$ cat src/rtl/gsg_pkg.sv
// shared types, constants, microprogram and saturating helpers for the geodesic step
package gsg_pkg;

  localparam int FRAC_BITS_DEF = 40;
  localparam int QDEPTH = 4;

  typedef logic signed [63:0] fx_t;

  localparam fx_t FX_MAX = {1'b0, {63{1'b1}}};
  localparam fx_t FX_MIN = {1'b1, {63{1'b0}}};

  // configuration register indexes
  localparam logic CFG_MASS = 1'b0;
  localparam logic CFG_STEP = 1'b1;

  // datapath operations of the back sequencer
  typedef enum logic [2:0] {
    OP_MUL, OP_DIV, OP_ADD, OP_SUB, OP_NEG, OP_CHK, OP_END
  } op_t;

  // register file slots; indexes from K_BASE up select constants
  localparam logic [4:0] R_T    = 5'd0;
  localparam logic [4:0] R_R    = 5'd1;
  localparam logic [4:0] R_P    = 5'd2;
  localparam logic [4:0] R_UT   = 5'd3;
  localparam logic [4:0] R_UR   = 5'd4;
  localparam logic [4:0] R_UP   = 5'd5;
  localparam logic [4:0] R_F    = 5'd6;
  localparam logic [4:0] R_A    = 5'd7;
  localparam logic [4:0] R_G    = 5'd8;
  localparam logic [4:0] R_H    = 5'd9;
  localparam logic [4:0] R_INV  = 5'd10;
  localparam logic [4:0] X1     = 5'd11;
  localparam logic [4:0] X2     = 5'd12;
  localparam logic [4:0] X3     = 5'd13;
  localparam logic [4:0] X4     = 5'd14;
  localparam logic [4:0] K_BASE = 5'd24;
  localparam logic [4:0] K_MASS = 5'd24;
  localparam logic [4:0] K_TM   = 5'd25;
  localparam logic [4:0] K_STEP = 5'd26;
  localparam logic [4:0] K_ONE  = 5'd27;
  localparam logic [4:0] K_TWO  = 5'd28;

  typedef struct packed {
    op_t        op;
    logic [4:0] d;
    logic [4:0] a;
    logic [4:0] b;
  } ins_t;

  // entry point of the horizon test
  localparam logic [5:0] PC_CHK = 6'd36;

  typedef struct packed {
    logic horizon_hit;
    fx_t  up;
    fx_t  ur;
    fx_t  ut;
    fx_t  p;
    fx_t  r;
    fx_t  t;
  } entry_t;

  typedef struct packed {
    logic valid;
    logic horizon_hit;
    fx_t  inv;
    fx_t  up;
    fx_t  ur;
    fx_t  ut;
    fx_t  p;
    fx_t  r;
    fx_t  t;
  } result_t;

  typedef enum logic [2:0] {
    BK_IDLE, BK_LOAD, BK_FETCH, BK_EXEC, BK_WAIT, BK_DRAIN, BK_PUSH
  } bk_state_t;

  // microprogram: acceleration, symplectic update, horizon test, invariant
  function automatic ins_t prog(input logic [5:0] pc);
    ins_t i;
    case (pc)
      6'd0:  i = '{OP_DIV, X1, K_TM, R_R};
      6'd1:  i = '{OP_SUB, R_F, K_ONE, X1};
      6'd2:  i = '{OP_MUL, X1, R_R, R_R};
      6'd3:  i = '{OP_DIV, R_A, K_MASS, X1};
      6'd4:  i = '{OP_DIV, R_G, R_A, R_F};
      6'd5:  i = '{OP_MUL, R_H, R_A, R_F};
      6'd6:  i = '{OP_ADD, X1, R_G, R_G};
      6'd7:  i = '{OP_NEG, X1, X1, X1};
      6'd8:  i = '{OP_MUL, X1, X1, R_UT};
      6'd9:  i = '{OP_MUL, X2, X1, R_UR};
      6'd10: i = '{OP_NEG, X1, R_H, R_H};
      6'd11: i = '{OP_MUL, X3, R_UT, R_UT};
      6'd12: i = '{OP_MUL, X1, X1, X3};
      6'd13: i = '{OP_MUL, X3, R_UR, R_UR};
      6'd14: i = '{OP_MUL, X3, R_G, X3};
      6'd15: i = '{OP_ADD, X1, X1, X3};
      6'd16: i = '{OP_MUL, X3, R_R, R_F};
      6'd17: i = '{OP_MUL, X4, R_UP, R_UP};
      6'd18: i = '{OP_MUL, X3, X3, X4};
      6'd19: i = '{OP_ADD, X3, X1, X3};
      6'd20: i = '{OP_DIV, X1, K_TWO, R_R};
      6'd21: i = '{OP_NEG, X1, X1, X1};
      6'd22: i = '{OP_MUL, X1, X1, R_UR};
      6'd23: i = '{OP_MUL, X1, X1, R_UP};
      6'd24: i = '{OP_MUL, X2, X2, K_STEP};
      6'd25: i = '{OP_ADD, R_UT, R_UT, X2};
      6'd26: i = '{OP_MUL, X3, X3, K_STEP};
      6'd27: i = '{OP_ADD, R_UR, R_UR, X3};
      6'd28: i = '{OP_MUL, X1, X1, K_STEP};
      6'd29: i = '{OP_ADD, R_UP, R_UP, X1};
      6'd30: i = '{OP_MUL, X1, R_UT, K_STEP};
      6'd31: i = '{OP_ADD, R_T, R_T, X1};
      6'd32: i = '{OP_MUL, X1, R_UR, K_STEP};
      6'd33: i = '{OP_ADD, R_R, R_R, X1};
      6'd34: i = '{OP_MUL, X1, R_UP, K_STEP};
      6'd35: i = '{OP_ADD, R_P, R_P, X1};
      6'd36: i = '{OP_CHK, X1, R_R, K_TM};
      6'd37: i = '{OP_DIV, X1, K_TM, R_R};
      6'd38: i = '{OP_SUB, R_F, K_ONE, X1};
      6'd39: i = '{OP_NEG, X1, R_F, R_F};
      6'd40: i = '{OP_MUL, X2, R_UT, R_UT};
      6'd41: i = '{OP_MUL, X1, X1, X2};
      6'd42: i = '{OP_DIV, X2, K_ONE, R_F};
      6'd43: i = '{OP_MUL, X3, R_UR, R_UR};
      6'd44: i = '{OP_MUL, X2, X2, X3};
      6'd45: i = '{OP_ADD, X1, X1, X2};
      6'd46: i = '{OP_MUL, X2, R_R, R_R};
      6'd47: i = '{OP_MUL, X3, R_UP, R_UP};
      6'd48: i = '{OP_MUL, X2, X2, X3};
      6'd49: i = '{OP_ADD, R_INV, X1, X2};
      default: i = '{OP_END, X1, X1, X1};
    endcase
    return i;
  endfunction

  function automatic logic [63:0] mag(input fx_t x);
    return x[63] ? (64'd0 - 64'(x)) : 64'(x);
  endfunction

  function automatic fx_t from_mag(input logic neg, input logic [63:0] m);
    fx_t y;
    if (neg) begin
      y = m[63] ? FX_MIN : fx_t'(64'd0 - m);
    end else begin
      y = m[63] ? FX_MAX : fx_t'(m);
    end
    return y;
  endfunction

  function automatic fx_t sat65(input logic signed [64:0] s);
    fx_t y;
    if (s[64] != s[63]) begin
      y = s[64] ? FX_MIN : FX_MAX;
    end else begin
      y = s[63:0];
    end
    return y;
  endfunction

  function automatic fx_t sat_add(input fx_t a, input fx_t b);
    return sat65(65'({a[63], a}) + 65'({b[63], b}));
  endfunction

  function automatic fx_t sat_sub(input fx_t a, input fx_t b);
    return sat65(65'({a[63], a}) - 65'({b[63], b}));
  endfunction

  function automatic fx_t sat_neg(input fx_t a);
    return (a == FX_MIN) ? FX_MAX : -a;
  endfunction

endpackage

$ cat src/rtl/gsg_front.sv
// front end: accepts input beats, forms 2M and flags states at or inside the horizon
module gsg_front (
  input  logic                  in_tvalid,
  output logic                  in_tready,
  input  logic [383:0]          in_tdata,
  input  logic [62:0]           mass,
  input  logic                  q_full,
  output logic                  q_push,
  output gsg_pkg::entry_t       q_entry,
  output gsg_pkg::fx_t          two_mass
);

  // 2M, saturating to the largest positive value
  assign two_mass = mass[62] ? gsg_pkg::FX_MAX : gsg_pkg::fx_t'({1'b0, mass[61:0], 1'b0});

  // unpack the beat and classify
  always_comb begin
    q_entry.t           = in_tdata[63:0];
    q_entry.r           = in_tdata[127:64];
    q_entry.p           = in_tdata[191:128];
    q_entry.ut          = in_tdata[255:192];
    q_entry.ur          = in_tdata[319:256];
    q_entry.up          = in_tdata[383:320];
    q_entry.horizon_hit = (q_entry.r <= two_mass);
  end

  assign in_tready = !q_full;
  assign q_push    = in_tvalid && !q_full;

endmodule

$ cat config.mk
export PLATFORM = sky130hd
export DESIGN_NAME = gsg_front
export DESIGN_NICKNAME = d
export VERILOG_FILES = /design/src/rtl/gsg_pkg.sv /design/src/rtl/gsg_front.sv
export SDC_FILE = /design/constraint.sdc
export NUM_CORES = 1
export LEC_CHECK = 0
export BUFFER_PORTS_ARGS = -buffer_cell sky130_fd_sc_hd__buf_2
export CAP_MARGIN = 20
export CORE_AREA = 2 2 354 356
export DETAILED_ROUTE_END_ITERATION = 7
export DIE_AREA = 0 0 356 358
export PLACE_DENSITY_LB_ADDON = 0.1
export SYNTH_ARGS = -nofsm -noshare
export SYNTH_HDL_FRONTEND = slang
export SYNTH_SLANG_ARGS = --single-unit
$ cat constraint.sdc
create_clock -name vclk -period 4.16
set_clock_uncertainty 0.15 [all_clocks]
set_input_delay 0.624 -clock vclk [all_inputs]
set_output_delay 0.624 -clock vclk [all_outputs]
set_load 0.05 [all_outputs]
==> qor.yml <==
path_max_fanout: 20
placement_rows: 129
grt_use_total_pct: 4.21
gpl_wtd_cong: 0.689
layout.nets: 1102
drt_first_pass_iters: 4
hp-start: "in_tdata[223]"
core-area_mm2: 0.123
status: "finished clean"
worst_ep_arrival_time_ns: 3.19
cts_setup_buffers: 0
fmax_mhz: 252
drt.antenna.violating_nets: 0
hold_path_class: "input pin to output pin"
pin_count_of_the_biggest_net_entering_global_routing: 31
die_area_mm2: 0.127
powerDensity_mw_per_mm2: 114
finalHoldViolations: 0
number_of_buffers_inserted_by_port_buffering: 259
overall_die_height_um: 358
synth.distinct_cells: 32
layout-drive-gt1-share_pct: 62.1
detailedRoute.firstIterationViolations: 62
design.seq.count: 0
first_global_vias: 3886
die-width_um: 356
cts_hold_repair.buffers: 0
critical_path.endpoint_type: "output pin"
avgSynthCellArea_um2: 7.24
ir_worst_vdd_uv: 52.6
synth.net_count: 1195
dp.cells: 2222
postLayoutCellArea_mm2: 0.00586
instances_no_fill: 2230
end_point_of_the_worst_hold_path: "q_entry[223]"
layout_worst_path_cycle_share_pct: 95.3
totalWireLength_mm: 30.1
crit_type: "input pin to output pin"
floorplan.initialDensity_pct: 4.01
startpoint_type: "input pin"
grt-ovfl-total: 0
setup_repair_after_global_routing_missed_its_margin: "false"
yosysWarningCount: 0
hold-path-cell-count: 0
worst_slack_ns: 0.197
syn_inst: 683
drv_slew: 0
setup_viol: 0
clock_buffer_count: 0
detail_route.wl_per_cell_um: 13.5
detail_route.drc_violations: 0
fin_hold_ws_ns: 1.10
maxCapViolCount: 0
p_leak_nw: 2.60
register_area_um2: 0
fin_crit_period_ns: 3.96
dp_worst_setup_slack_ns: -0.331
antenna_found_initial: 29
half_perimeter_wire_length_after_detailed_placement_mm: 27.7
pin_count: 900
ys_seq_area_share_pct: 0
worst-endpoint-required_ns: 3.39
placement.cell_area_mm2: 0.00569
count_of_vias_placed_by_the_detailed_router: 3748
grt_pass1_wl_mm: 35.6
route.detailed.vias_per_inst: 1.68
synth_area_mm2: 0.00495
flow.area_growth_from_synthesis_pct: 18.4
-- Yosys cell counts, drive strengths merged (2+ instances only) --
cell    number  area, um2
buf        386       2900
o21ai        9       45.0
a21o         6       45.0
inv         67        251
a21oi       26        130
nand4       11       75.1
nor4         4       67.6
nand2       15       56.3
clkbuf       6       22.5
nor2b        2       12.5
nor2        12       45.0
ha          63        788
nand3        3       15.0
or2         54        338
o211ai       2       15.0
a221oi       2       17.5
o21a         2       15.0
-- worst max-delay path by stage --
| stage | slack (ns) | startpoint | cells past startpoint | end |
|---|---|---|---|---|
| global route | 0.004 | mass[62] | 14 | q_entry[384] |
| global placement | -0.30 | mass[62] | 13 | q_entry[384] |
| floorplan | 0.10 | mass[62] | 10 | q_entry[384] |
| finish | 0.20 | mass[62] | 13 | q_entry[384] |
| CTS | 0.03 | mass[62] | 14 | q_entry[384] |
| detailed placement | -0.33 | mass[62] | 13 | q_entry[384] |
-- kinds of logic (layout without fill, tap and decap cells) --
logic type	after synthesis	in the layout	synth area share [%]
buffers and inverters	459	364	64.1
AND/OR/NAND/NOR	105	105	13.0
other	1	6	0.0758
adder cells (fa/ha/maj)	63	63	15.9
AO/OA/AOI/OAI	55	55	6.85
-- critical path, cell delays in order --
cell and delay [ns]:
buf_12 0.14, buf_12 0.19, or2_2 0.30, inv_1 0.06
ha_1 0.26, a21oi_1 0.21, nand2_1 0.08, a221o_1 0.37
o31ai_1 0.27, o211ai_1 0.15, a31oi_1 0.22, buf_4 0.15
buf_12 0.13
-- where the power goes --
group          leakage, nW  switching (mW)  internal, mW   total (mW)
Sequential               0               0             0            0
Clock            0.0000317               0   0.000000137  0.000000137
Combinational         2.60           0.465         0.203        0.667
-- area by class of cell --
cell class | count | area (um2)
antenna | 5 | 12.5
fill | 14700 | 117000
inverter | 67 | 251
multi-input combinational | 224 | 1840
tap | 1637 | 2050
timing repair buffer | 297 | 1710
-- cell usage in the layout, fill, tap and decap left out, types with 4 or more instances in the layout --
cell,n
a21o_1,6
a21oi_1,24
buf_12,4
buf_2,257
buf_4,32
diode_2,5
ha_1,62
inv_1,67
nand2_1,15
nand4_1,10
nor2_1,12
o21ai_0,7
or2_2,53
-- timing repair --
action / CTS / global route
setup endpoints to repair: 1 / 1
cloned: 0 / 3
resized for setup: 7 / 9
endpoints found under the hold margin: 0 / 0
pin swaps: 0 / 5
-- routing by layer --
metal	share of wire [%]	global-route usage (%)	vias up
li1	-	-	1592
met1	36	4.33	1558
met2	44	6.93	404
met3	13	2.28	168
met4	5.9	2.13	26
met5	0.63	0	-
-- stage by stage --
stage	TNS, ns	util [%]	total power [mW]
floorplan	0	-	1.26
CTS	0	4.64	0.679
global route	0	4.74	0.730
global placement	-0.304	4.61	0.676
detailed placement	-0.331	4.61	0.671
finish	0	4.75	0.667
Note: power is estimated with default switching activity, not from simulation.
