<file path="src/rtl/gsg_pkg.sv">
// shared types, constants, microprogram and saturating helpers for the geodesic step
package gsg_pkg;

  localparam int FRAC_BITS_DEF = 40;
  localparam int QDEPTH = 4;

  typedef logic signed [63:0] fx_t;

  localparam fx_t FX_MAX = {1'b0, {63{1'b1}}};
  localparam fx_t FX_MIN = {1'b1, {63{1'b0}}};

  // configuration register indexes
  localparam logic CFG_MASS = 1'b0;
  localparam logic CFG_STEP = 1'b1;

  // datapath operations of the back sequencer
  typedef enum logic [2:0] {
    OP_MUL, OP_DIV, OP_ADD, OP_SUB, OP_NEG, OP_CHK, OP_END
  } op_t;

  // register file slots; indexes from K_BASE up select constants
  localparam logic [4:0] R_T    = 5'd0;
  localparam logic [4:0] R_R    = 5'd1;
  localparam logic [4:0] R_P    = 5'd2;
  localparam logic [4:0] R_UT   = 5'd3;
  localparam logic [4:0] R_UR   = 5'd4;
  localparam logic [4:0] R_UP   = 5'd5;
  localparam logic [4:0] R_F    = 5'd6;
  localparam logic [4:0] R_A    = 5'd7;
  localparam logic [4:0] R_G    = 5'd8;
  localparam logic [4:0] R_H    = 5'd9;
  localparam logic [4:0] R_INV  = 5'd10;
  localparam logic [4:0] X1     = 5'd11;
  localparam logic [4:0] X2     = 5'd12;
  localparam logic [4:0] X3     = 5'd13;
  localparam logic [4:0] X4     = 5'd14;
  localparam logic [4:0] K_BASE = 5'd24;
  localparam logic [4:0] K_MASS = 5'd24;
  localparam logic [4:0] K_TM   = 5'd25;
  localparam logic [4:0] K_STEP = 5'd26;
  localparam logic [4:0] K_ONE  = 5'd27;
  localparam logic [4:0] K_TWO  = 5'd28;

  typedef struct packed {
    op_t        op;
    logic [4:0] d;
    logic [4:0] a;
    logic [4:0] b;
  } ins_t;

  // entry point of the horizon test
  localparam logic [5:0] PC_CHK = 6'd36;

  typedef struct packed {
    logic horizon_hit;
    fx_t  up;
    fx_t  ur;
    fx_t  ut;
    fx_t  p;
    fx_t  r;
    fx_t  t;
  } entry_t;

  typedef struct packed {
    logic valid;
    logic horizon_hit;
    fx_t  inv;
    fx_t  up;
    fx_t  ur;
    fx_t  ut;
    fx_t  p;
    fx_t  r;
    fx_t  t;
  } result_t;

  typedef enum logic [2:0] {
    BK_IDLE, BK_LOAD, BK_FETCH, BK_EXEC, BK_WAIT, BK_DRAIN, BK_PUSH
  } bk_state_t;

  // microprogram: acceleration, symplectic update, horizon test, invariant
  function automatic ins_t prog(input logic [5:0] pc);
    ins_t i;
    case (pc)
      6'd0:  i = '{OP_DIV, X1, K_TM, R_R};
      6'd1:  i = '{OP_SUB, R_F, K_ONE, X1};
      6'd2:  i = '{OP_MUL, X1, R_R, R_R};
      6'd3:  i = '{OP_DIV, R_A, K_MASS, X1};
      6'd4:  i = '{OP_DIV, R_G, R_A, R_F};
      6'd5:  i = '{OP_MUL, R_H, R_A, R_F};
      6'd6:  i = '{OP_ADD, X1, R_G, R_G};
      6'd7:  i = '{OP_NEG, X1, X1, X1};
      6'd8:  i = '{OP_MUL, X1, X1, R_UT};
      6'd9:  i = '{OP_MUL, X2, X1, R_UR};
      6'd10: i = '{OP_NEG, X1, R_H, R_H};
      6'd11: i = '{OP_MUL, X3, R_UT, R_UT};
      6'd12: i = '{OP_MUL, X1, X1, X3};
      6'd13: i = '{OP_MUL, X3, R_UR, R_UR};
      6'd14: i = '{OP_MUL, X3, R_G, X3};
      6'd15: i = '{OP_ADD, X1, X1, X3};
      6'd16: i = '{OP_MUL, X3, R_R, R_F};
      6'd17: i = '{OP_MUL, X4, R_UP, R_UP};
      6'd18: i = '{OP_MUL, X3, X3, X4};
      6'd19: i = '{OP_ADD, X3, X1, X3};
      6'd20: i = '{OP_DIV, X1, K_TWO, R_R};
      6'd21: i = '{OP_NEG, X1, X1, X1};
      6'd22: i = '{OP_MUL, X1, X1, R_UR};
      6'd23: i = '{OP_MUL, X1, X1, R_UP};
      6'd24: i = '{OP_MUL, X2, X2, K_STEP};
      6'd25: i = '{OP_ADD, R_UT, R_UT, X2};
      6'd26: i = '{OP_MUL, X3, X3, K_STEP};
      6'd27: i = '{OP_ADD, R_UR, R_UR, X3};
      6'd28: i = '{OP_MUL, X1, X1, K_STEP};
      6'd29: i = '{OP_ADD, R_UP, R_UP, X1};
      6'd30: i = '{OP_MUL, X1, R_UT, K_STEP};
      6'd31: i = '{OP_ADD, R_T, R_T, X1};
      6'd32: i = '{OP_MUL, X1, R_UR, K_STEP};
      6'd33: i = '{OP_ADD, R_R, R_R, X1};
      6'd34: i = '{OP_MUL, X1, R_UP, K_STEP};
      6'd35: i = '{OP_ADD, R_P, R_P, X1};
      6'd36: i = '{OP_CHK, X1, R_R, K_TM};
      6'd37: i = '{OP_DIV, X1, K_TM, R_R};
      6'd38: i = '{OP_SUB, R_F, K_ONE, X1};
      6'd39: i = '{OP_NEG, X1, R_F, R_F};
      6'd40: i = '{OP_MUL, X2, R_UT, R_UT};
      6'd41: i = '{OP_MUL, X1, X1, X2};
      6'd42: i = '{OP_DIV, X2, K_ONE, R_F};
      6'd43: i = '{OP_MUL, X3, R_UR, R_UR};
      6'd44: i = '{OP_MUL, X2, X2, X3};
      6'd45: i = '{OP_ADD, X1, X1, X2};
      6'd46: i = '{OP_MUL, X2, R_R, R_R};
      6'd47: i = '{OP_MUL, X3, R_UP, R_UP};
      6'd48: i = '{OP_MUL, X2, X2, X3};
      6'd49: i = '{OP_ADD, R_INV, X1, X2};
      default: i = '{OP_END, X1, X1, X1};
    endcase
    return i;
  endfunction

  function automatic logic [63:0] mag(input fx_t x);
    return x[63] ? (64'd0 - 64'(x)) : 64'(x);
  endfunction

  function automatic fx_t from_mag(input logic neg, input logic [63:0] m);
    fx_t y;
    if (neg) begin
      y = m[63] ? FX_MIN : fx_t'(64'd0 - m);
    end else begin
      y = m[63] ? FX_MAX : fx_t'(m);
    end
    return y;
  endfunction

  function automatic fx_t sat65(input logic signed [64:0] s);
    fx_t y;
    if (s[64] != s[63]) begin
      y = s[64] ? FX_MIN : FX_MAX;
    end else begin
      y = s[63:0];
    end
    return y;
  endfunction

  function automatic fx_t sat_add(input fx_t a, input fx_t b);
    return sat65(65'({a[63], a}) + 65'({b[63], b}));
  endfunction

  function automatic fx_t sat_sub(input fx_t a, input fx_t b);
    return sat65(65'({a[63], a}) - 65'({b[63], b}));
  endfunction

  function automatic fx_t sat_neg(input fx_t a);
    return (a == FX_MIN) ? FX_MAX : -a;
  endfunction

endpackage

</file>
<file path="src/rtl/gsg_mul.sv">
// fixed point multiplier: four 32x32 partial products over successive cycles
module gsg_mul #(
  parameter int FRAC_BITS = gsg_pkg::FRAC_BITS_DEF
) (
  input  logic         clk,
  input  logic         rst_n,
  input  logic         start,
  input  gsg_pkg::fx_t a,
  input  gsg_pkg::fx_t b,
  output logic         done,
  output gsg_pkg::fx_t y
);

  logic         busy_r, done_r, neg_r;
  logic [2:0]   cnt_r;
  logic [63:0]  x_r, z_r, pp_r;
  logic [1:0]   ppk_r;
  logic [127:0] acc_r, pp_sh;
  logic [31:0]  xs, zs;
  logic         over;
  logic [63:0]  m;
  gsg_pkg::fx_t y_r;

  // operand halves for the current partial product
  assign xs = cnt_r[1] ? x_r[63:32] : x_r[31:0];
  assign zs = cnt_r[0] ? z_r[63:32] : z_r[31:0];

  // align the registered partial product
  always_comb begin
    case (ppk_r)
      2'd0:    pp_sh = {64'd0, pp_r};
      2'd3:    pp_sh = {pp_r, 64'd0};
      default: pp_sh = {32'd0, pp_r, 32'd0};
    endcase
  end

  // truncate to the fraction width and saturate
  assign over = |(acc_r >> (64 + FRAC_BITS));
  assign m    = 64'(acc_r >> FRAC_BITS);

  always_ff @(posedge clk) begin
    if (!rst_n) begin
      busy_r <= 1'b0;
      done_r <= 1'b0;
    end else begin
      done_r <= 1'b0;
      if (start) begin
        busy_r <= 1'b1;
        cnt_r  <= '0;
        acc_r  <= '0;
        neg_r  <= a[63] ^ b[63];
        x_r    <= gsg_pkg::mag(a);
        z_r    <= gsg_pkg::mag(b);
      end else if (busy_r) begin
        cnt_r <= cnt_r + 3'd1;
        if (cnt_r < 3'd4) begin
          pp_r  <= xs * zs;
          ppk_r <= cnt_r[1:0];
        end
        if (cnt_r >= 3'd1 && cnt_r <= 3'd4) acc_r <= acc_r + pp_sh;
        if (cnt_r == 3'd5) begin
          busy_r <= 1'b0;
          done_r <= 1'b1;
          y_r    <= over ? (neg_r ? gsg_pkg::FX_MIN : gsg_pkg::FX_MAX)
                         : gsg_pkg::from_mag(neg_r, m);
        end
      end
    end
  end

  assign done = done_r;
  assign y    = y_r;

endmodule

</file>
<file path="config.mk">
export PLATFORM = sky130hd
export DESIGN_NAME = gsg_mul
export DESIGN_NICKNAME = d
export VERILOG_FILES = /design/src/rtl/gsg_pkg.sv /design/src/rtl/gsg_mul.sv
export SDC_FILE = /design/constraint.sdc
export NUM_CORES = 2
export LEC_CHECK = 0
export ABC_AREA = 1
export BUFFER_PORTS_ARGS = -buffer_cell sky130_fd_sc_hd__buf_4
export CAP_MARGIN = 20
export CORE_MARGIN = 2
export CORE_UTILIZATION = 46
export CTS_CLUSTER_SIZE = 25
export DETAILED_ROUTE_END_ITERATION = 10
export GPL_TIMING_DRIVEN = 1
export PLACE_DENSITY_LB_ADDON = 0.2
export REMOVE_ABC_BUFFERS = 1
export SLEW_MARGIN = 20
export SYNTH_ARGS = -nofsm -noshare
export SYNTH_HDL_FRONTEND = slang
export SYNTH_SLANG_ARGS = --single-unit
</file>
<file path="constraint.sdc">
create_clock -name clk -period 8.65 [get_ports clk]
set_clock_uncertainty 0.15 [all_clocks]
set_input_delay 0.865 -clock clk [delete_from_list [all_inputs] [get_ports clk]]
set_output_delay 0.865 -clock clk [all_outputs]
set_load 0.005 [all_outputs]
</file>
==> qor.yml <==
place:
  dp_hpwl_mm: 247
  dp.cells: 11600
  gp_congestion: 1.08
  portBuffers: 195
  dp_slack_ps: -76.2
  placed_area_um2: 72500
clocking:
  cts_made_buffers: 51
  clock_latency_ps: 700
  clkTransAtPathRegs_ps: 60
  cts_root_buf: "clkbuf_16"
  cts.sinks: 392
  clk_path_buf_depth: 3
  htree_levels: 2
  cts_tree: "built"
sta:
  max_freq_mhz: 120
  setup_ws_ps: 337
  tightest_slew_ps: 1090
  finalHoldViolCount: 0
  finalSetupViolCount: 0
  relSlewSlack_pct: 26.9
  rsz0062_at_grt: "no"
  slew_viol_final: 0
  fin_crit_sh_pct: 96.1
  period_needed_ps: 8310
worst_setup_path:
  cpMaxStageDelayCell: "edfxtp_1"
  arrival_ps: 8590
  cp_top_family: "adder cells"
  critPathMaxFanout: 32
  crit_path_max_incr_delay_ps: 610
  crit_start: "cnt_r[1]"
  endpoint_kind: "flop"
  required_ps: 8930
  start_kind: "flop"
  cp_num_buf_inv: 8
  path_common_cell: "fa_1"
  r2r-start: "cnt_r[1]"
  worstSetupPathType: "flop to flop"
layout:
  regArea_um2: 11800
  syn2layout_area_growth_pct: 10.2
  drive_gt1_share_pct: 7.64
  fillers: 14900
  final_common_cell: "nand2_1"
  utilization_pct: 51.0
  multi_input_area_um2: 46700
  fin_nets: 11200
  final_cells: 11700
  design_area_um2: 74400
  layout_common_cells: "nand2_1, inv_1, nor2_1, fa_1, buf_4"
global_route:
  use_met1_pct: 43.8
  grt_max_degree: 120
  antenna_found_initial: 5
  grt_pass1_vias: 65000
  busiest_layer: "met2"
  grt_pass1_wl_mm: 423
  grtUsageTotal_pct: 39.0
  globalRouteMet3Util_pct: 8.01
  met2_usage_pct: 64.3
  grt_overflow_total: 0
floorplan:
  row_count: 140
  fp.coreArea_um2: 146000
  die_height_um: 387
  fp.dieW_um: 387
  pin_count: 196
  die-area_um2: 150000
  start_util_pct: 46.3
flow_run:
  cap_violations: 0
routing:
  firstDrtPassIters: 6
  viasPerCell: 5.36
  remaining_drc_errors: 0
  postRouteAntennaNets: 0
  num_vias: 62800
  wirelength_mm: 293
  drt_iter0_drc: 5480
  wl_per_cell_um: 25.0
min_path:
  min_from: "b[0]"
  worst_hold_path_type: "input pin to flop"
outcome:
  status: "finished clean"
logic_synthesis:
  synthesis.instances: 9505
  netlist_area_um2: 67500
  yosysUniqueCellTypes: 55
  avgSynthCellArea_um2: 7.10
  yosysWarnings: 0
  ys_seq_elements: 392
  ys_seq_area_share_pct: 17.4
-- stage by stage --
stage	TNS (ps)	hold slack [ps]
2_1_floorplan	0	329
5_1_grt	0	258
3_3_place_gp	-80.1	447
4_1_cts	0	253
6_report	0	287
3_5_place_dp	-76.2	449
-- worst reg2reg max path, stage by stage (launching register included) --
cell	delay (ps)
edfxtp_1	610
inv_4	210
or2_2	320
o21ai_1	150
buf_4	360
nor2_1	140
fa_1	580
fa_1	550
inv_1	60
fa_1	540
inv_1	60
fa_1	520
fa_1	570
fa_1	430
fa_1	490
inv_1	60
fa_1	540
inv_1	70
ha_1	340
nand2_1	130
nor2_1	120
inv_1	100
nor2_1	90
inv_1	80
nor3_2	310
nand3_1	200
nand3_1	210
xor2_1	120
-- flip-flops by register name (all words and copies together) (netlist names) --
| register | flops |
|---|---|
| pp_r | 64 |
| neg_r | 1 |
| y | 64 |
| ppk_r | 2 |
| acc_r | 128 |
| x_r | 64 |
| cnt_r | 3 |
| z_r | 64 |
| done | 1 |
| busy_r | 1 |
-- logic make-up after synthesis --
| group | Yosys count | synth area share [%] |
|---|---|---|
| simple gates | 4468 | 26.4 |
| buf+inv | 2454 | 13.7 |
| fa+ha+maj | 1295 | 34.0 |
| compound gates | 668 | 5.52 |
| flops | 392 | 17.4 |
| xor+xnor | 228 | 2.96 |
-- path summary, 6_finish.rpt --
| path | endpoint | slack (ps) | cells past startpoint |
|---|---|---|---|
| setup / recovery | pp_r[51] | 340 | 27 |
| setup reg to reg | pp_r[51] | 340 | 27 |
| hold reg to reg | done | 440 | 2 |
| hold / removal | z_r[0] | 290 | 1 |
-- metal layers --
| layer | vias to the layer above | part of all wire (%) |
|---|---|---|
| met5 | - | 0 |
| met3 | 934 | 8.7 |
| met1 | 30000 | 35 |
| met2 | 3025 | 46 |
| li1 | 28900 | - |
| met4 | 0 | 10 |
-- cell usage after synthesis (all sizes together) --
cell type     n  area (um^2)
edfxtp      390        11700
o41ai         1         8.76
o31ai         5         37.5
nor4b         1         8.76
nor3         93          475
nand3       246         1240
nor4         29          188
nand2b        1         6.26
o21bai       18          135
and3          3         18.8
inv        2212         8300
ha          398         4980
fa          897        18000
a211oi        1         7.51
nor2       1496         5680
nand4        55          344
buf          50          234
o21ai       238         1300
nor3b         2         20.0
clkinv       12         45.0
and2         13         81.3
a21o         17          128
a21oi       287         1440
dfxtp         2         40.0
nand2      2439         9160
clkbuf      180          676
or2          74          463
nand3b       16          133
a21boi        4         30.0
o21a         15          114
a31oi        10         62.6
xor2        167         1460
o22ai        65          407
xnor2        61          534
a211o         1         8.76
a41oi         2         17.5
o211ai        4         30.0
-- cell type report --
cell class,count,share of cell area [%]
Antenna cell,2,0.00673
Clock buffer,55,1.76
Clock inverter,38,0.681
Inverter,2224,11.2
Multi-Input combinational cell,6659,62.8
Sequential cell,392,15.8
Tap cell,1917,3.22
Timing Repair Buffer,434,4.53
-- what timing repair did --
item | CTS | global route
setup buffers | 0 | 3
hold endpoints to repair | 0 | 0
resized for setup | 1 | 4
setup endpoints to repair | 1 | 31
hold buffers | 0 | 0
Power is left out: the tool's default activity adds up to more than one toggle a clock period on the data nets, which glitch-free logic cannot reach.
