**src/rtl/gsg_pkg.sv**
```systemverilog
// shared types, constants, microprogram and saturating helpers for the geodesic step
package gsg_pkg;

  localparam int FRAC_BITS_DEF = 40;
  localparam int QDEPTH = 4;

  typedef logic signed [63:0] fx_t;

  localparam fx_t FX_MAX = {1'b0, {63{1'b1}}};
  localparam fx_t FX_MIN = {1'b1, {63{1'b0}}};

  // configuration register indexes
  localparam logic CFG_MASS = 1'b0;
  localparam logic CFG_STEP = 1'b1;

  // datapath operations of the back sequencer
  typedef enum logic [2:0] {
    OP_MUL, OP_DIV, OP_ADD, OP_SUB, OP_NEG, OP_CHK, OP_END
  } op_t;

  // register file slots; indexes from K_BASE up select constants
  localparam logic [4:0] R_T    = 5'd0;
  localparam logic [4:0] R_R    = 5'd1;
  localparam logic [4:0] R_P    = 5'd2;
  localparam logic [4:0] R_UT   = 5'd3;
  localparam logic [4:0] R_UR   = 5'd4;
  localparam logic [4:0] R_UP   = 5'd5;
  localparam logic [4:0] R_F    = 5'd6;
  localparam logic [4:0] R_A    = 5'd7;
  localparam logic [4:0] R_G    = 5'd8;
  localparam logic [4:0] R_H    = 5'd9;
  localparam logic [4:0] R_INV  = 5'd10;
  localparam logic [4:0] X1     = 5'd11;
  localparam logic [4:0] X2     = 5'd12;
  localparam logic [4:0] X3     = 5'd13;
  localparam logic [4:0] X4     = 5'd14;
  localparam logic [4:0] K_BASE = 5'd24;
  localparam logic [4:0] K_MASS = 5'd24;
  localparam logic [4:0] K_TM   = 5'd25;
  localparam logic [4:0] K_STEP = 5'd26;
  localparam logic [4:0] K_ONE  = 5'd27;
  localparam logic [4:0] K_TWO  = 5'd28;

  typedef struct packed {
    op_t        op;
    logic [4:0] d;
    logic [4:0] a;
    logic [4:0] b;
  } ins_t;

  // entry point of the horizon test
  localparam logic [5:0] PC_CHK = 6'd36;

  typedef struct packed {
    logic horizon_hit;
    fx_t  up;
    fx_t  ur;
    fx_t  ut;
    fx_t  p;
    fx_t  r;
    fx_t  t;
  } entry_t;

  typedef struct packed {
    logic valid;
    logic horizon_hit;
    fx_t  inv;
    fx_t  up;
    fx_t  ur;
    fx_t  ut;
    fx_t  p;
    fx_t  r;
    fx_t  t;
  } result_t;

  typedef enum logic [2:0] {
    BK_IDLE, BK_LOAD, BK_FETCH, BK_EXEC, BK_WAIT, BK_DRAIN, BK_PUSH
  } bk_state_t;

  // microprogram: acceleration, symplectic update, horizon test, invariant
  function automatic ins_t prog(input logic [5:0] pc);
    ins_t i;
    case (pc)
      6'd0:  i = '{OP_DIV, X1, K_TM, R_R};
      6'd1:  i = '{OP_SUB, R_F, K_ONE, X1};
      6'd2:  i = '{OP_MUL, X1, R_R, R_R};
      6'd3:  i = '{OP_DIV, R_A, K_MASS, X1};
      6'd4:  i = '{OP_DIV, R_G, R_A, R_F};
      6'd5:  i = '{OP_MUL, R_H, R_A, R_F};
      6'd6:  i = '{OP_ADD, X1, R_G, R_G};
      6'd7:  i = '{OP_NEG, X1, X1, X1};
      6'd8:  i = '{OP_MUL, X1, X1, R_UT};
      6'd9:  i = '{OP_MUL, X2, X1, R_UR};
      6'd10: i = '{OP_NEG, X1, R_H, R_H};
      6'd11: i = '{OP_MUL, X3, R_UT, R_UT};
      6'd12: i = '{OP_MUL, X1, X1, X3};
      6'd13: i = '{OP_MUL, X3, R_UR, R_UR};
      6'd14: i = '{OP_MUL, X3, R_G, X3};
      6'd15: i = '{OP_ADD, X1, X1, X3};
      6'd16: i = '{OP_MUL, X3, R_R, R_F};
      6'd17: i = '{OP_MUL, X4, R_UP, R_UP};
      6'd18: i = '{OP_MUL, X3, X3, X4};
      6'd19: i = '{OP_ADD, X3, X1, X3};
      6'd20: i = '{OP_DIV, X1, K_TWO, R_R};
      6'd21: i = '{OP_NEG, X1, X1, X1};
      6'd22: i = '{OP_MUL, X1, X1, R_UR};
      6'd23: i = '{OP_MUL, X1, X1, R_UP};
      6'd24: i = '{OP_MUL, X2, X2, K_STEP};
      6'd25: i = '{OP_ADD, R_UT, R_UT, X2};
      6'd26: i = '{OP_MUL, X3, X3, K_STEP};
      6'd27: i = '{OP_ADD, R_UR, R_UR, X3};
      6'd28: i = '{OP_MUL, X1, X1, K_STEP};
      6'd29: i = '{OP_ADD, R_UP, R_UP, X1};
      6'd30: i = '{OP_MUL, X1, R_UT, K_STEP};
      6'd31: i = '{OP_ADD, R_T, R_T, X1};
      6'd32: i = '{OP_MUL, X1, R_UR, K_STEP};
      6'd33: i = '{OP_ADD, R_R, R_R, X1};
      6'd34: i = '{OP_MUL, X1, R_UP, K_STEP};
      6'd35: i = '{OP_ADD, R_P, R_P, X1};
      6'd36: i = '{OP_CHK, X1, R_R, K_TM};
      6'd37: i = '{OP_DIV, X1, K_TM, R_R};
      6'd38: i = '{OP_SUB, R_F, K_ONE, X1};
      6'd39: i = '{OP_NEG, X1, R_F, R_F};
      6'd40: i = '{OP_MUL, X2, R_UT, R_UT};
      6'd41: i = '{OP_MUL, X1, X1, X2};
      6'd42: i = '{OP_DIV, X2, K_ONE, R_F};
      6'd43: i = '{OP_MUL, X3, R_UR, R_UR};
      6'd44: i = '{OP_MUL, X2, X2, X3};
      6'd45: i = '{OP_ADD, X1, X1, X2};
      6'd46: i = '{OP_MUL, X2, R_R, R_R};
      6'd47: i = '{OP_MUL, X3, R_UP, R_UP};
      6'd48: i = '{OP_MUL, X2, X2, X3};
      6'd49: i = '{OP_ADD, R_INV, X1, X2};
      default: i = '{OP_END, X1, X1, X1};
    endcase
    return i;
  endfunction

  function automatic logic [63:0] mag(input fx_t x);
    return x[63] ? (64'd0 - 64'(x)) : 64'(x);
  endfunction

  function automatic fx_t from_mag(input logic neg, input logic [63:0] m);
    fx_t y;
    if (neg) begin
      y = m[63] ? FX_MIN : fx_t'(64'd0 - m);
    end else begin
      y = m[63] ? FX_MAX : fx_t'(m);
    end
    return y;
  endfunction

  function automatic fx_t sat65(input logic signed [64:0] s);
    fx_t y;
    if (s[64] != s[63]) begin
      y = s[64] ? FX_MIN : FX_MAX;
    end else begin
      y = s[63:0];
    end
    return y;
  endfunction

  function automatic fx_t sat_add(input fx_t a, input fx_t b);
    return sat65(65'({a[63], a}) + 65'({b[63], b}));
  endfunction

  function automatic fx_t sat_sub(input fx_t a, input fx_t b);
    return sat65(65'({a[63], a}) - 65'({b[63], b}));
  endfunction

  function automatic fx_t sat_neg(input fx_t a);
    return (a == FX_MIN) ? FX_MAX : -a;
  endfunction

endpackage

```
**src/rtl/gsg_div.sv**
```systemverilog
// fixed point divider: restoring, one quotient bit per cycle
module gsg_div #(
  parameter int FRAC_BITS = gsg_pkg::FRAC_BITS_DEF
) (
  input  logic         clk,
  input  logic         rst_n,
  input  logic         start,
  input  gsg_pkg::fx_t a,
  input  gsg_pkg::fx_t b,
  output logic         done,
  output gsg_pkg::fx_t y
);

  logic         chk_r, iter_r, done_r, neg_r, aneg_r;
  logic [5:0]   cnt_r;
  logic [63:0]  x_r, d_r, lo_r, q_r, hi, q_nxt;
  logic [64:0]  rem_r, rem_sh;
  logic         ge;
  gsg_pkg::fx_t y_r;

  assign hi     = x_r >> (64 - FRAC_BITS);
  assign rem_sh = {rem_r[63:0], lo_r[63]};
  assign ge     = (rem_sh >= {1'b0, d_r});
  assign q_nxt  = {q_r[62:0], ge};

  always_ff @(posedge clk) begin
    if (!rst_n) begin
      chk_r  <= 1'b0;
      iter_r <= 1'b0;
      done_r <= 1'b0;
    end else begin
      done_r <= 1'b0;
      if (start) begin
        chk_r  <= 1'b1;
        neg_r  <= a[63] ^ b[63];
        aneg_r <= a[63];
        x_r    <= gsg_pkg::mag(a);
        d_r    <= gsg_pkg::mag(b);
      end else if (chk_r) begin
        // zero numerator, zero divisor and quotient overflow settle at once
        chk_r <= 1'b0;
        if (x_r == '0) begin
          done_r <= 1'b1;
          y_r    <= '0;
        end else if (d_r == '0) begin
          done_r <= 1'b1;
          y_r    <= aneg_r ? gsg_pkg::FX_MIN : gsg_pkg::FX_MAX;
        end else if (hi >= d_r) begin
          done_r <= 1'b1;
          y_r    <= neg_r ? gsg_pkg::FX_MIN : gsg_pkg::FX_MAX;
        end else begin
          iter_r <= 1'b1;
          rem_r  <= {1'b0, hi};
          lo_r   <= x_r << FRAC_BITS;
          q_r    <= '0;
          cnt_r  <= '0;
        end
      end else if (iter_r) begin
        rem_r <= ge ? (rem_sh - {1'b0, d_r}) : rem_sh;
        lo_r  <= {lo_r[62:0], 1'b0};
        q_r   <= q_nxt;
        cnt_r <= cnt_r + 6'd1;
        if (cnt_r == 6'd63) begin
          iter_r <= 1'b0;
          done_r <= 1'b1;
          y_r    <= gsg_pkg::from_mag(neg_r, q_nxt);
        end
      end
    end
  end

  assign done = done_r;
  assign y    = y_r;

endmodule

```
**config.mk**
```make
export PLATFORM = sky130hd
export DESIGN_NAME = gsg_div
export DESIGN_NICKNAME = d
export VERILOG_FILES = /design/src/rtl/gsg_pkg.sv /design/src/rtl/gsg_div.sv
export SDC_FILE = /design/constraint.sdc
export NUM_CORES = 1
export LEC_CHECK = 0
export BUFFER_PORTS_ARGS = -buffer_cell sky130_fd_sc_hd__buf_2
export CORE_ASPECT_RATIO = 0.8
export CORE_UTILIZATION = 25
export DETAILED_ROUTE_END_ITERATION = 16
export SLEW_MARGIN = 15
export SYNTH_ARGS = -nofsm -noshare
export SYNTH_HDL_FRONTEND = slang
export SYNTH_SLANG_ARGS = --single-unit
```
**constraint.sdc**
```tcl
create_clock -name clk -period 24.3 [get_ports clk]
set_input_delay 3.645 -clock clk [delete_from_list [all_inputs] [get_ports clk]]
set_output_delay 3.645 -clock clk [all_outputs]
set_load 0.005 [all_outputs]
```
==> results.ini <==
[run_status]
outcome = finished clean

[hold_path]
hold_class = reg2reg

[sta]
hold_viol = 0
fin_ws_ns = 17.56
min_period_over_period_pct = 27.8
finalSetupViolations = 0
fmax_mhz = 148
min_period_ns = 6.74
relSlewSlack_pct = 21.7
rsz0062_at_grt = false
final_max_slew_viol_count = 0
finClkSkew_ns = 0.0327
setup_tns_ns = 0
tightest_slew_ns = 1.16

[global_routing]
grt_first_pass_wirelength_um = 105000
first_global_vias = 17392
grt_max_degree = 86
overflow = 0
antenna_found_initial = 17
track_usage_pct = 14.4

[yosys]
synth.most_common_cell = edfxtp_1
yosysTopAreaCellShare_pct = 45.8
muxShareOfSynthArea_pct = 2.33
ys_ff_latch = 354
netlist_area_um2 = 23000
postSynthCellCount = 2315
synth_top_family_by_area = simple AND/OR/NAND/NOR gates
synth_edf_count = 351
synth_xor_area_share_pct = 8.19
synth_top_cells_by_count = edfxtp_1, xnor2_1, nor2_1
synth-compound-area-share_pct = 16.6
ys.flop_type = edfxtp_1
synth_largest_area_cell = edfxtp_1
syn_avg_cell_area_um2 = 9.94
synth_cell_types = 79
async_reset_ff_share_pct = 0
yosys.area_share.adder_pct = 5.96
yosysWarnings = 0
synth_area_leaders = edfxtp_1, xnor2_1, ha_1
synth_nets = 2555
yosys.area_share.simple_pct = 17.5
ys_seq_area_share_pct = 46.1

[die]
die_x_um = 341
ios = 196
core.rowCount = 99
die_h_um = 273
core_um2 = 91200
dieArea_um2 = 93200
initial_core_util_pct = 25.2

[flow_run]
max-cap-violations = 0

[power]
irDropWorstVdd_v = 0.0000432
powerDensity_nw_per_um2 = 62.4
p_leak_nw = 9.32

[clocking]
clock_latency_ns = 0.60
clk_pin_slew_ns = 0.05
clockBufferDepth = 3
cts_tree = done
cts_setup_buffers = 0
post_cts_resized = 0
cts-root-buf = clkbuf_16
cts.sinks = 354
cts_max_level = 2
cts_hold_buf = 0
cts_buffers = 44

[worst_setup_path]
crit_path_start_kind = input port
worstPathMaxFanout = 6
critPathArrivalTime_ns = 7.06
cp-end-kind = register
worst_ep_required_time_ns = 24.61
worstSetupPathType = in2reg

[drt]
num_vias = 18396
routedWlPerCell_um = 18.5
route.detailed.drc = 0
routed_wl_um = 68700
viasPerCell = 4.95
ant_nets = 0
drt-initial-drc-count = 1425
drt_pre_antenna_iters = 6

[cells_and_area]
area_growth_pct = 15.9
fin_cells = 3714
finalNetCount = 2705
layout-drive-gt1-share_pct = 14.6

[placement]
place_ws_ns = 16.81
place_inst = 3631
io_buffers = 195
gp_congestion = 0.912
dpl.hpwl_um = 50800

[state kept, by name (all words and copies together) (netlist names)]
signal  cells
aneg_r      1
chk_r       1
cnt_r       6
d_r        64
done        1
iter_r      1
lo_r       24
neg_r       1
q_r        63
rem_r      64
x_r        64
y          64
[critical path, stage by stage]
cell     delay [ns]
buf_2          0.12
or4_1          0.62
nor4_1         0.78
nand4_1        0.40
inv_1          0.18
nand2_1        0.09
or3_1          0.41
nor2_1         0.20
nand3_1        0.17
o41ai_1        0.34
xnor2_1        0.11
[through the flow]
| stage | util (%) | total power (W) | area, um^2 | hold slack (ns) |
|---|---|---|---|---|
| 2_1_floorplan | - | 0.000944 | 23000 | 0.458 |
| 3_3_place_gp | 27.7 | 0.00103 | 25300 | 0.486 |
| 3_5_place_dp | 27.7 | 0.00103 | 25300 | 0.491 |
| 4_1_cts | 29.2 | 0.00169 | 26600 | 0.507 |
| 5_1_grt | 29.2 | 0.00174 | 26600 | 0.560 |
| 6_report | 29.2 | 0.00166 | 26700 | 0.511 |
[worst paths after layout]
| path | startpoint | cells past startpoint | slack, ns | end |
|---|---|---|---|---|
| worst max register to register | d_r[20] | 17 | 18.24 | y[62] |
| worst min-delay path | iter_r | 2 | 0.51 | iter_r |
| worst min register to register | iter_r | 2 | 0.51 | iter_r |
| worst max-delay path | b[5] | 11 | 17.56 | d_r[60] |
[cell usage in the layout (no fill, tap or decap), types with 7 or more instances in the layout]
| cell | synthesis | layout |
|---|---|---|
| edfxtp_1 | 351 | 351 |
| a21o_1 | 43 | 43 |
| o21ai_0 | 180 | 180 |
| or3_1 | 37 | 37 |
| nor4_1 | 62 | 62 |
| nor2_1 | 184 | 184 |
| nand3_1 | 37 | 37 |
| or4_1 | 31 | 31 |
| a21oi_1 | 151 | 150 |
| nand2b_1 | 31 | 31 |
| mux2_2 | 44 | 44 |
| nor3_1 | 32 | 32 |
| clkinv_2 | 0 | 7 |
| nor3b_1 | 11 | 11 |
| o41ai_1 | 27 | 27 |
| o31ai_1 | 47 | 47 |
| clkinv_1 | 1 | 12 |
| nand4_1 | 47 | 47 |
| and3_1 | 10 | 10 |
| nor2b_1 | 76 | 76 |
| a211oi_1 | 11 | 11 |
| ha_1 | 108 | 108 |
| clkbuf_16 | 0 | 44 |
| o211ai_1 | 8 | 8 |
| inv_1 | 88 | 88 |
| o22a_1 | 13 | 13 |
| buf_4 | 0 | 23 |
| o21a_1 | 24 | 24 |
| nand2_1 | 173 | 172 |
| buf_2 | 2 | 195 |
| o21bai_1 | 16 | 16 |
| xor2_1 | 30 | 30 |
| xnor2_1 | 185 | 185 |
| or2_2 | 17 | 17 |
| a31oi_1 | 28 | 28 |
[metal layers]
layer | track usage [%] | vias to the layer above | wire (um)
met1 | 19.1 | 8802 | 31100
met4 | 4.32 | 10 | 1980
met5 | 0 | - | 59
met2 | 23.5 | 488 | 31400
li1 | - | 8974 | -
met3 | 3.06 | 122 | 4150
[area by class of cell]
class	count	area, um^2
fillers	9583	64500
multi-input cells	1757	11700
repair buffers	218	1150
clock buffers	47	1110
clock inverters	32	269
inverters	90	338
well taps	1212	1520
diodes	4	10.0
flip-flops and latches	354	10600
[logic make-up (layout without fill, tap and decap cells)]
kind of cell | Yosys count | in the layout
AND/OR/NAND/NOR | 779 | 779
AO/OA/AOI/OAI | 606 | 606
flip-flops | 354 | 354
XOR/XNOR | 215 | 215
buffers and inverters | 204 | 387
adder cells (fa/ha/maj) | 109 | 109
multiplexers | 48 | 48
other | 0 | 4
[power by group]
part / internal, W / switching, W
clock network: 0.000365 / 0.000275
logic: 0.000117 / 0.000171
registers: 0.000711 / 0.0000241
Note: power is estimated with default switching activity, not from simulation.
